File: src/design/chol_pkg.sv
// shared types and constants for the cholesky factorization block
package chol_pkg;

  localparam int DATA_W = 32;
  localparam int DIM_W  = 4;
  localparam int ACC_W  = 64;

  typedef logic signed [DATA_W-1:0] elem_t;
  typedef logic signed [ACC_W-1:0]  acc_t;

  // start request and operands handed to the arithmetic unit
  typedef struct packed {
    logic                    sqrt_go;
    logic                    div_go;
    logic signed [ACC_W-1:0] num;
    logic [DATA_W-1:0]       dvs;
  } au_req_t;

  // status returned by the arithmetic unit
  typedef struct packed {
    logic              done;
    logic [DATA_W-1:0] res;
  } au_rsp_t;

endpackage

File: src/design/chol_au.sv
// iterative square root and divider, one result bit per cycle
module chol_au #(
  parameter int FRAC_BITS = 16
) (
  input  logic              clk,
  input  logic              rst_n,
  input  chol_pkg::au_req_t req,
  output chol_pkg::au_rsp_t rsp
);
  import chol_pkg::*;

  localparam int CNT_W = 7;
  localparam logic [ACC_W-1:0] SQ_LIM = (64'd1 << (62 - FRAC_BITS)) - 64'd1;
  localparam logic [CNT_W-1:0] DIV_LAST = CNT_W'(ACC_W + FRAC_BITS - 1);

  typedef enum logic [2:0] {S_IDLE, S_SQRT, S_DIV, S_FIN, S_DONE} st_t;

  st_t               st_r;
  logic [ACC_W-1:0]  v_r;
  logic [ACC_W-1:0]  res_r;
  logic [ACC_W-1:0]  bit_r;
  logic [ACC_W-1:0]  dvd_r;
  logic [DATA_W-1:0] rem_r;
  logic [DATA_W-1:0] dv_r;
  logic [DATA_W-1:0] q_r;
  logic [CNT_W-1:0]  cnt_r;
  logic              neg_r;
  logic              ovf_r;
  logic [DATA_W-1:0] out_r;

  logic [ACC_W-1:0]  sq_sat;
  logic [ACC_W-1:0]  sq_in;
  logic [ACC_W-1:0]  mag;
  logic [ACC_W-1:0]  rb;
  logic [DATA_W:0]   rem_sh;
  logic [DATA_W:0]   rem_df;
  logic              q_bit;

  always_comb begin
    sq_sat = ($unsigned(req.num) > SQ_LIM) ? SQ_LIM : $unsigned(req.num);
    sq_in  = sq_sat << FRAC_BITS;
    mag    = req.num[ACC_W-1] ? (~req.num + 64'd1) : req.num;
    rb     = res_r + bit_r;
    rem_sh = {rem_r, dvd_r[ACC_W-1]};
    rem_df = rem_sh - {1'b0, dv_r};
    q_bit  = (rem_sh >= {1'b0, dv_r});
  end

  // sequencer for both operations; division is restoring over the dividend bits then
  // the fraction bits
  always_ff @(posedge clk) begin
    if (!rst_n) begin
      st_r <= S_IDLE;
    end else begin
      unique case (st_r)
        S_IDLE: begin
          if (req.sqrt_go) begin
            v_r   <= sq_in;
            res_r <= '0;
            bit_r <= 64'd1 << 62;
            st_r  <= S_SQRT;
          end else if (req.div_go) begin
            neg_r <= req.num[ACC_W-1];
            dvd_r <= mag;
            rem_r <= '0;
            q_r   <= '0;
            dv_r  <= req.dvs;
            cnt_r <= '0;
            ovf_r <= 1'b0;
            st_r  <= S_DIV;
          end
        end
        S_SQRT: begin
          if (bit_r == '0) begin
            out_r <= res_r[DATA_W-1:0];
            st_r  <= S_DONE;
          end else begin
            if (v_r >= rb) begin
              v_r   <= v_r - rb;
              res_r <= (res_r >> 1) + bit_r;
            end else begin
              res_r <= res_r >> 1;
            end
            bit_r <= bit_r >> 2;
          end
        end
        S_DIV: begin
          // a set quotient bit leaving the top means the result saturates
          if (q_r[DATA_W-1]) ovf_r <= 1'b1;
          q_r   <= {q_r[DATA_W-2:0], q_bit};
          rem_r <= q_bit ? rem_df[DATA_W-1:0] : rem_sh[DATA_W-1:0];
          dvd_r <= {dvd_r[ACC_W-2:0], 1'b0};
          cnt_r <= cnt_r + 1'b1;
          if (cnt_r == DIV_LAST) st_r <= S_FIN;
        end
        S_FIN: begin
          // range check and sign
          if (ovf_r || q_r[DATA_W-1])
            out_r <= neg_r ? 32'h8000_0000 : 32'h7FFF_FFFF;
          else
            out_r <= neg_r ? (~q_r + 1'b1) : q_r;
          st_r <= S_DONE;
        end
        S_DONE: st_r <= S_IDLE;
        default: st_r <= S_IDLE;
      endcase
    end
  end

  assign rsp.done = (st_r == S_DONE);
  assign rsp.res  = out_r;
endmodule

File: config.mk
export PLATFORM = sky130hd
export DESIGN_NAME = chol_au
export DESIGN_NICKNAME = d
export VERILOG_FILES = /design/src/design/chol_pkg.sv /design/src/design/chol_au.sv
export SDC_FILE = /design/constraint.sdc
export NUM_CORES = 1
export LEC_CHECK = 0
export BUFFER_PORTS_ARGS = -buffer_cell sky130_fd_sc_hd__buf_2
export CORE_ASPECT_RATIO = 0.75
export CORE_MARGIN = 1.5
export CORE_UTILIZATION = 45
export DETAILED_ROUTE_END_ITERATION = 16
export PLACE_DENSITY = 0.73
export SLEW_MARGIN = 10
export SYNTH_ARGS = -nofsm -noshare
export SYNTH_HDL_FRONTEND = slang
export SYNTH_SLANG_ARGS = --single-unit
File: constraint.sdc
create_clock -name clk -period 8.95 [get_ports clk]
set_input_delay 0.4475 -clock clk [delete_from_list [all_inputs] [get_ports clk]]
set_output_delay 0.4475 -clock clk [all_outputs]
set_load 0.03 [all_outputs]
Word level (Yosys, flattened, before mapping)
Cells that the tools add are included.

cells by class
  reduce and logical (&&, ||, !) cells = 13
  $lt $le $gt $ge = 3
  muxes and demuxes = 38
  bitwise operators = 3
  add/sub/neg operators = 7
  equality and inequality tests = 14

operator list
  operator                 count
  $mux W64                 11
  $pmux W64 S2             4
  $mux W32                 7
  $pmux W32 S2             3
  $add A63 B64 Y64         1
  $add A64 B1 Y64 const B  1
  $add A64 B64 Y64         1
  $ge A64 B64 Y1           1
  $gt A64 B46 Y1 const B   1
  $logic_not A64 Y1        1
  $not A64 Y64             1
  $sub A64 B64 Y64         1
  $mux W48                 1
  $ge A33 B32 Y1           1
  $add A32 B1 Y32 const B  1
  $not A32 Y32             1
  $sub A32 B32 Y32         1
  $ne A2 B2 Y1 const B     8
  $mux W7                  2
  $pmux W7 S2              1
  $mux W3                  4
  $pmux W3 S4              1
  $reduce_and A4 Y1        3
  $reduce_and A5 Y1        2
  13 further kinds         19

word-level totals
  output and inout port bits = 33
  flip-flop bits (word level) = 396
  input bits = 100

Longest topological paths before layout
Gate-level depths: netlist of run 1.

  word-level depth = 6
  mapped depth = 25

Least setup slack after synthesis of run 1
Ideal clock, no wire load.

  path type = flip-flop to flip-flop
  start point = register st_r[0]
  end point = register bit_r[0] (enable)
  clock period less this slack = 8.790 ns
  buffers on the path = 1
  cell stages (with the launch flop) = 6
  slack = 0.160 ns
  library setup time = 0.698 ns
  arrival time = 8.092 ns
  cells stage by stage = dfxtp_1 > nor2b_1 > nor2b_1 > clkbuf_1 > o21ai_0 > a21boi_0

between the ends
  cells in the longest elaborated chain, start to end = 3
  elaborated cells on any way between the ends = 6
  classes of those cells = 3 x eq/ne; 3 x reduce/logical

RTL lines
  what                                                                 line           source
  start, declared                                                      chol_au.sv:18  st_t st_r;
  start signal, assigned                                               chol_au.sv:53  st_r <= S_IDLE;
  start signal, assigned                                               chol_au.sv:61  st_r <= S_SQRT;
  start signal, assigned                                               chol_au.sv:70  st_r <= S_DIV;
  $eq A3 B1 Y1 or $logic_not A3 Y1 (tied branches)                     chol_au.sv:55  unique case (st_r)
  $ne A2 B2 Y1 (no source line) or $reduce_bool A2 Y1 (tied branches)  --
  $reduce_and A4 Y1 (no source line) (*)                               --
  end signal, assigned                                                 chol_au.sv:60  bit_r <= 64'd1 << 62;
  end signal, assigned                                                 chol_au.sv:84  bit_r <= bit_r >> 2;
  end, declared                                                        chol_au.sv:21  logic [ACC_W-1:0] bit_r;

Mark *: on every way between the ends. The rest lies on a longest branch, timed or not.
A chain may end at the register's enable or synchronous reset.

Worst setup path in the final report of run 1
  start point = register res_r[2]
  end point = register res_r[11], data pin

between the ends
  cells in the longest elaborated chain, start to end = 5
  elaborated cells on any way between the ends = 6
  classes of those cells = 2 x add/sub; 1 x order compare; 3 x mux

RTL lines
  what                    line           source
  start, declared         chol_au.sv:20  logic [ACC_W-1:0] res_r;
  start signal, assigned  chol_au.sv:80  res_r <= (res_r >> 1) + bit_r;
  start signal, assigned  chol_au.sv:82  res_r <= res_r >> 1;
  $add A64 B64 Y64        chol_au.sv:43  rb = res_r + bit_r;
  $ge A64 B64 Y1          chol_au.sv:78  if (v_r >= rb) begin
  $mux W64 (*)            chol_au.sv:78
  $mux W64 (*)            chol_au.sv:74  if (bit_r == '0) begin
  $pmux W64 S2 (*)        chol_au.sv:55

Mark *: on every way between the ends. The rest lies on a longest branch, timed or not. The select of a mux whose other input is x is not followed.

==> flow_summary.yaml, run 1 <==
status:
  outcome: "completed"
power:
  p_leak_nw: 10.84
  p_int_mw: 4.022
  p_switching_mw: 2.449
  ir_drop_mv: 0.1312
  switching_share_pct: 37.84
  clkPwrFrac_pct: 26.4
  pwr-share-comb_pct: 38.6
  pwr-share-seq_pct: 35.0
  p_per_area_mw_per_mm2: 218.8
timing:
  setup_viol: 0
  slew_headroom_pct: 26.79
  postLayoutSetupSlackWorst_ns: 1.621
  fmax_ghz: 0.1364
  rsz0062_at_grt: "no"
  fin_crit_ns: 7.329
  slew_viol_final: 0
  finalHoldViolCount: 0
  setup_tns_ns: 0
  worst_pin_slew_ns: 1.098
  post-route-period-util_pct: 81.89
  skew_ns: 0.02317
clock_tree:
  insertion_delay_ns: 0.56
  htree_levels: 2
  holdBufCountCts: 0
  clkTransAtPathRegs_ns: 0.07
  cts_resized: 0
  clock_path_buffers: 3
  cts_tree: "built"
  post-cts-setup-buffers: 0
  clockRootBuffer: "clkbuf_16"
  cts.sinks: 364
  cts_buffers: 39
die:
  io_pins: 133
  dieArea_mm2: 0.06130
  start_util_pct: 45.58
  rows: 77
  coreArea_mm2: 0.05906
  dieWidth_um: 285.4
  fp.dieH_um: 214.8
synthesis:
  synth_seq_cells: 364
  synth.largest_area_cell: "edfxtp_1"
  synth_edf_count: 361
  synth_seq_area_share_pct: 40.50
  async_reset_ff_share_pct: 0
  synthFlopType: "edfxtp_1"
  synth_top_cells_by_area: "edfxtp_1 40%, ha_1 7.7%, xor2_1 4.9%"
  syn_inst: 2988
  yosys_warnings: 0
  synth_top_area_share_pct: 40.28
  synth_area_per_cell_um2: 9.008
  synth_cell_types: 74
  synth_fp_nets: 3255
  syn_area_mm2: 0.02692
grt:
  met2_usage_pct: 33.24
  antenna_found_initial: 7
  grt_pass1_vias: 20760
  use_met1_pct: 35.66
  grt_overflow: 0
  grt_pass1_wl_um: 115100
  met3_usage_pct: 4.289
  grt_start_max_net_pins: 100
  grt_use_total_pct: 23.16
  busiest_layer: "met1"
placement:
  dpl_worst_slack_ns: 1.797
  gp_congestion: 0.9464
  dpl.hpwl_um: 53380
  place_inst: 3794
  io_buffers: 132
routing:
  drtPass1Iterations: 6
  ant_nets: 0
  routedWlPerCell_um: 19.06
  drc: 0
  drt_iter0_markers: 2795
  wirelength_um: 73710
  vias_per_cell: 5.995
  vias: 23180
worst_setup_path:
  end_kind: "register"
  worstPathCellList: "ha_1 -> a31oi_1 -> a211oi_1 -> a21oi_1 -> o31a_1 -> o31ai_1 -> a21boi_0 -> o21ba_2 -> nor2_1 -> nor2_1 -> xor2_1 -> ha_1 -> nand4_1 -> nor4_1 -> nand4_1 -> nor3_1 -> and3_1 -> a211o_2 -> buf_4 -> o21ai_0 -> xor2_1 -> nor2_1"
  start_kind: "register"
  cp_slowest_stage_delay_ns: 0.84
  cp_max_fo: 59
  worstPathRequired_ns: 9.24
  r2r-start: "res_r[2]"
  slowest_stage: "a211o_2"
  crit_type: "reg2reg"
  cp-startpoint: "res_r[2]"
  cp.arrival_ns: 7.62
  timing.critical_path.mode_cell: "nor2_1"
flow_run:
  maxCapViolations: 0
min_path:
  hp-start: "req[22]"
  hold_class: "in2reg"
cells_and_area:
  syn_to_final_growth_pct: 9.869
  postLayoutCoreUtil_pct: 50.07
  layoutNonFillerInstCount: 3867
  fin_nets: 3312
  drive_above_1_share_pct: 8.461
critical path, delay by kind of cell (launching register included):
kind / cells / cell delay (ns)
compound gates: 9 / 3.35
xor+xnor: 2 / 0.30
fa+ha+maj: 2 / 0.81
buf+inv: 1 / 0.39
flops: 1 / 0.47
simple gates: 8 / 1.69
per-stage QoR:
stage / hold WS (ns) / area, um^2 / total power, mW
detailed placement: 0.5083 / 28280 / 4.729
finish: 0.06769 / 29570 / 6.471
global placement: 0.5020 / 28270 / 4.715
CTS: 0.05037 / 29560 / 6.436
global route: 0.05396 / 29560 / 6.820
floorplan: 0.4963 / 26920 / 4.114
cells in the final DEF (no fill, tap or decap), types with 40 or more instances in the layout:
cell type and instances:
o21ai_0 252, nand2_1 318, inv_1 81, a31oi_1 84
and3_1 52, nand4_1 47, nand3_1 50, nor2_1 287
a211oi_1 45, xnor2_1 101, or3_1 40, and2_1 51
ha_1 165, xor2_1 151, a21o_1 56, buf_2 132
a21oi_1 246, nor3_1 55, edfxtp_1 361, nor2b_1 43
power groups by stage:
stage	clock network [mW]	registers, mW	logic (mW)
floorplan	0	2.26	1.85
CTS	1.72	2.26	2.45
global route	1.79	2.28	2.75
global placement	0	2.29	2.42
detailed placement	0	2.29	2.44
finish	1.71	2.26	2.50
registers in the layout (all words and copies together), names as in the netlist, 32 cells and up:
signal	count
dvd_r	64
res_r	64
v_r	64
bit_r	32
dv_r	32
out_r	32
q_r	32
rem_r	32
final timing paths:
path | slack, ns | cells after the start | to
worst max-delay path | 1.62 | 22 | res_r[11]
worst min-delay path | 0.07 | 1 | dv_r[22]
worst max register to register | 1.62 | 22 | res_r[11]
worst min register to register | 0.51 | 2 | dvd_r[25]
kinds of logic (layout without fill, tap and decap cells):
family,after synthesis,after routing,share of synthesized area (%)
other cells,0,4,0
compound gates,909,909,20.72
buf+inv,223,308,3.128
simple gates,1045,1045,18.59
mux,28,28,1.041
xor+xnor,252,252,8.200
flops,364,364,40.50
fa+ha+maj,167,167,7.819
cell type report:
| type | instances | area, um^2 |
|---|---|---|
| Tap cell | 790 | 988.4 |
| Fill cell | 5405 | 29490 |
| Sequential cell | 364 | 10900 |
| Multi-Input combinational cell | 2401 | 15240 |
| Clock buffer | 51 | 1021 |
| Inverter | 83 | 312.8 |
| Clock inverter | 18 | 262.8 |
| Antenna cell | 4 | 10.01 |
| Timing Repair Buffer | 156 | 840.8 |
cell usage after synthesis (all sizes together), types with 10 or more instances:
master	n
a31oi	84
o21a	17
a21oi	246
ha	165
nand4	47
o22ai	23
nor2	288
mux2i	28
o41ai	10
nand2b	27
nor2b	44
nand3	51
a21o	56
o21ai	258
nor3	56
clkbuf	126
o31ai	41
a31o	12
and3	52
buf	14
nand2	320
inv	83
edfxtp	361
a21boi	15
or2	13
and2	52
o21bai	38
xor2	151
a211oi	46
xnor2	101
or3	44
nor4	21
layer usage:
| metal | wire length, um | up-vias | part of all wire, % |
|---|---|---|---|
| li1 | - | 11180 | - |
| met1 | 34670 | 10890 | 47 |
| met2 | 30680 | 980 | 42 |
| met3 | 6767 | 118 | 9.2 |
| met4 | 1535 | 8 | 2.1 |
| met5 | 53 | - | 0.072 |
No activity file was read; power rests on OpenSTA's default activity.
==> run 2: changes to the inputs <==
clock period = 6.3 ns   (was 8.95 ns; I/O delays follow)
==> run 2 against run 1 <==
Worst hold slack improved by 0.013 ns. Clock power increased by 48%. Fmax increased by 22%. Largest power group unchanged.
==> flow_summary.yaml, run 2 (synthesized netlist as in run 1, its figures left out) <==
status:
  outcome: "completed"
grt:
  grt_overflow: 0
  grt_pass1_wl_um: 119600
  antenna_found_initial: 12
  grt_use_total_pct: 23.89
  grt_pass1_vias: 21630
  grt_start_max_net_pins: 97
clock_tree:
  insertion_delay_ns: 0.57
  htree_levels: 2
  cts.sinks: 364
  clockRootBuffer: "clkbuf_16"
  clock_path_buffers: 3
  cts_tree: "built"
  cts_buffers: 38
  clkTransAtPathRegs_ns: 0.06
worst_setup_path:
  slowest_stage: "edfxtp_1"
  cp_slowest_stage_delay_ns: 0.46
  start_kind: "register"
  end_kind: "register"
  cp_max_fo: 64
  cp.arrival_ns: 6.21
  worstPathCellList: "ha_1 -> a31oi_1 -> a211oi_1 -> buf_4 -> a21oi_1 -> o31a_1 -> o31ai_2 -> o41a_1 -> a31o_2 -> a31oi_1 -> o21ai_0 -> xnor2_1 -> ha_2 -> nand2_1 -> nor2_1 -> nand4_1 -> nor3_1 -> and3_1 -> a211oi_4 -> o21ai_0 -> and2_2 -> buf_12"
  worstPathRequired_ns: 6.51
  crit_type: "reg2reg"
die:
  rows: 77
  start_util_pct: 45.58
  dieArea_mm2: 0.06130
  coreArea_mm2: 0.05906
  dieWidth_um: 285.4
  fp.dieH_um: 214.8
  io_pins: 133
flow_run:
  maxCapViolations: 0
power:
  p_leak_nw: 11.14
  p_per_area_mw_per_mm2: 311.1
  p_total_mw: 9.399
  ir_drop_mv: 0.2191
cells_and_area:
  layout_common_cells: "361 x edfxtp_1, 318 x nand2_1, 288 x nor2_1"
  final_common_cell: "edfxtp_1"
  finalInstanceArea_mm2: 0.03021
  drive_above_1_share_pct: 9.472
  syn_to_final_growth_pct: 12.25
  reg_top3: "dvd_r x64, res_r x64, v_r x64"
  fin_nets: 3364
placement:
  post_dp_cell_area_mm2: 0.02846
  dpl.hpwl_um: 53960
  io_buffers: 132
  dpl_worst_slack_ns: 0.1855
  gp_congestion: 0.9376
routing:
  wl_met3_um: 6274
  wirelength_um: 75390
  drc: 0
  ant_nets: 0
  drt-met1-wl_um: 35430
  routedWlPerCell_um: 19.20
  vias: 23600
  drtPass1Iterations: 6
  drt_iter0_markers: 2903
  vias_per_cell: 6.012
  dr.max_layer_used: "met4"
  wl_met2_um: 31960
timing:
  slew_viol_final: 0
  setup_viol: 0
  worst_pin_slew_ns: 1.183
  fin_crit_ns: 6.002
  skew_ns: 0.02921
  post-route-period-util_pct: 95.28
  finalHoldViolCount: 0
  fmax_ghz: 0.1666
  slew_headroom_pct: 20.24
  postLayoutSetupSlackWorst_ns: 0.2976
min_path:
  hold_class: "in2reg"
==> run 2: cell count changes in the layout (fill, tap and decap cells not counted), sizes merged <==
cell,delta
dlygate4sd3,+32
inv,-2
clkbuf,-6
clkinvlp,+1
bufinv,+2
buf,+20
diode,+7
clkinv,+5
==> run 2: what timing repair did <==
action / CTS / global route
setup endpoints to repair: 0 / 126
hold endpoints to repair: 32 / 0
gates resized for setup: 0 / 11
hold buffers: 32 / 0
buffers inserted: 0 / 1
==> run 2: critical path, delay by kind of cell, from the launching register on <==
family	cells	cell delay, ns
buffers and inverters	2	0.49
and+or+nand+nor	6	1.17
adders and majority gates	2	0.81
DFF	1	0.46
xor gates and xnor gates	1	0.15
AOI/OAI and AO/OA	11	2.50
==> run 2: power by group <==
group | total, mW | switching (mW) | internal (mW)
clock | 2.53 | 1.03 | 1.50
sequential | 3.19 | 0.195 | 3.00
combinational | 3.68 | 2.29 | 1.38
total | 9.40 | 3.52 | 5.88
==> run 2: metal layers <==
layer / vias up / global-route usage, %
li1: 11290 / -
met1: 11170 / 36.61
met2: 1014 / 35.14
met3: 128 / 3.280
met4: 0 / 6.102
met5: - / 0
==> run 2: path summary, 6_finish.rpt <==
kind	cells after the start	slack, ns	start	end
worst max register to register	22	0.30	res_r[2]	v_r[53]
worst max-delay path	22	0.30	res_r[2]	v_r[53]
worst min-delay path	4	0.08	req[96]	st_r[0]
worst min register to register	2	0.53	dvd_r[21]	dvd_r[22]
==> run 2: layout make-up <==
| cell class | count | area (um^2) |
|---|---|---|
| Clock inverter | 24 | 331.6 |
| Antenna cell | 11 | 27.53 |
| Timing Repair Buffer | 209 | 1363 |
| Clock buffer | 44 | 1025 |
| Inverter | 83 | 312.8 |
| Sequential cell | 364 | 10900 |
| Tap cell | 790 | 988.4 |
| Multi-Input combinational cell | 2401 | 15260 |
| Fill cell | 5410 | 28850 |
==> run 2: through the flow <==
stage                     std cells  setup TNS [ns]  hold slack, ns  utilization, %
final                          3926               0         0.08086           51.16
after floorplan                2988               0          0.4139               -
after global routing           3921         -0.2874         0.08357           51.14
after detailed placement       3814               0          0.4931           48.20
after CTS                      3914               0         0.06308           51.03
after global placement         3814               0          0.4924           48.20
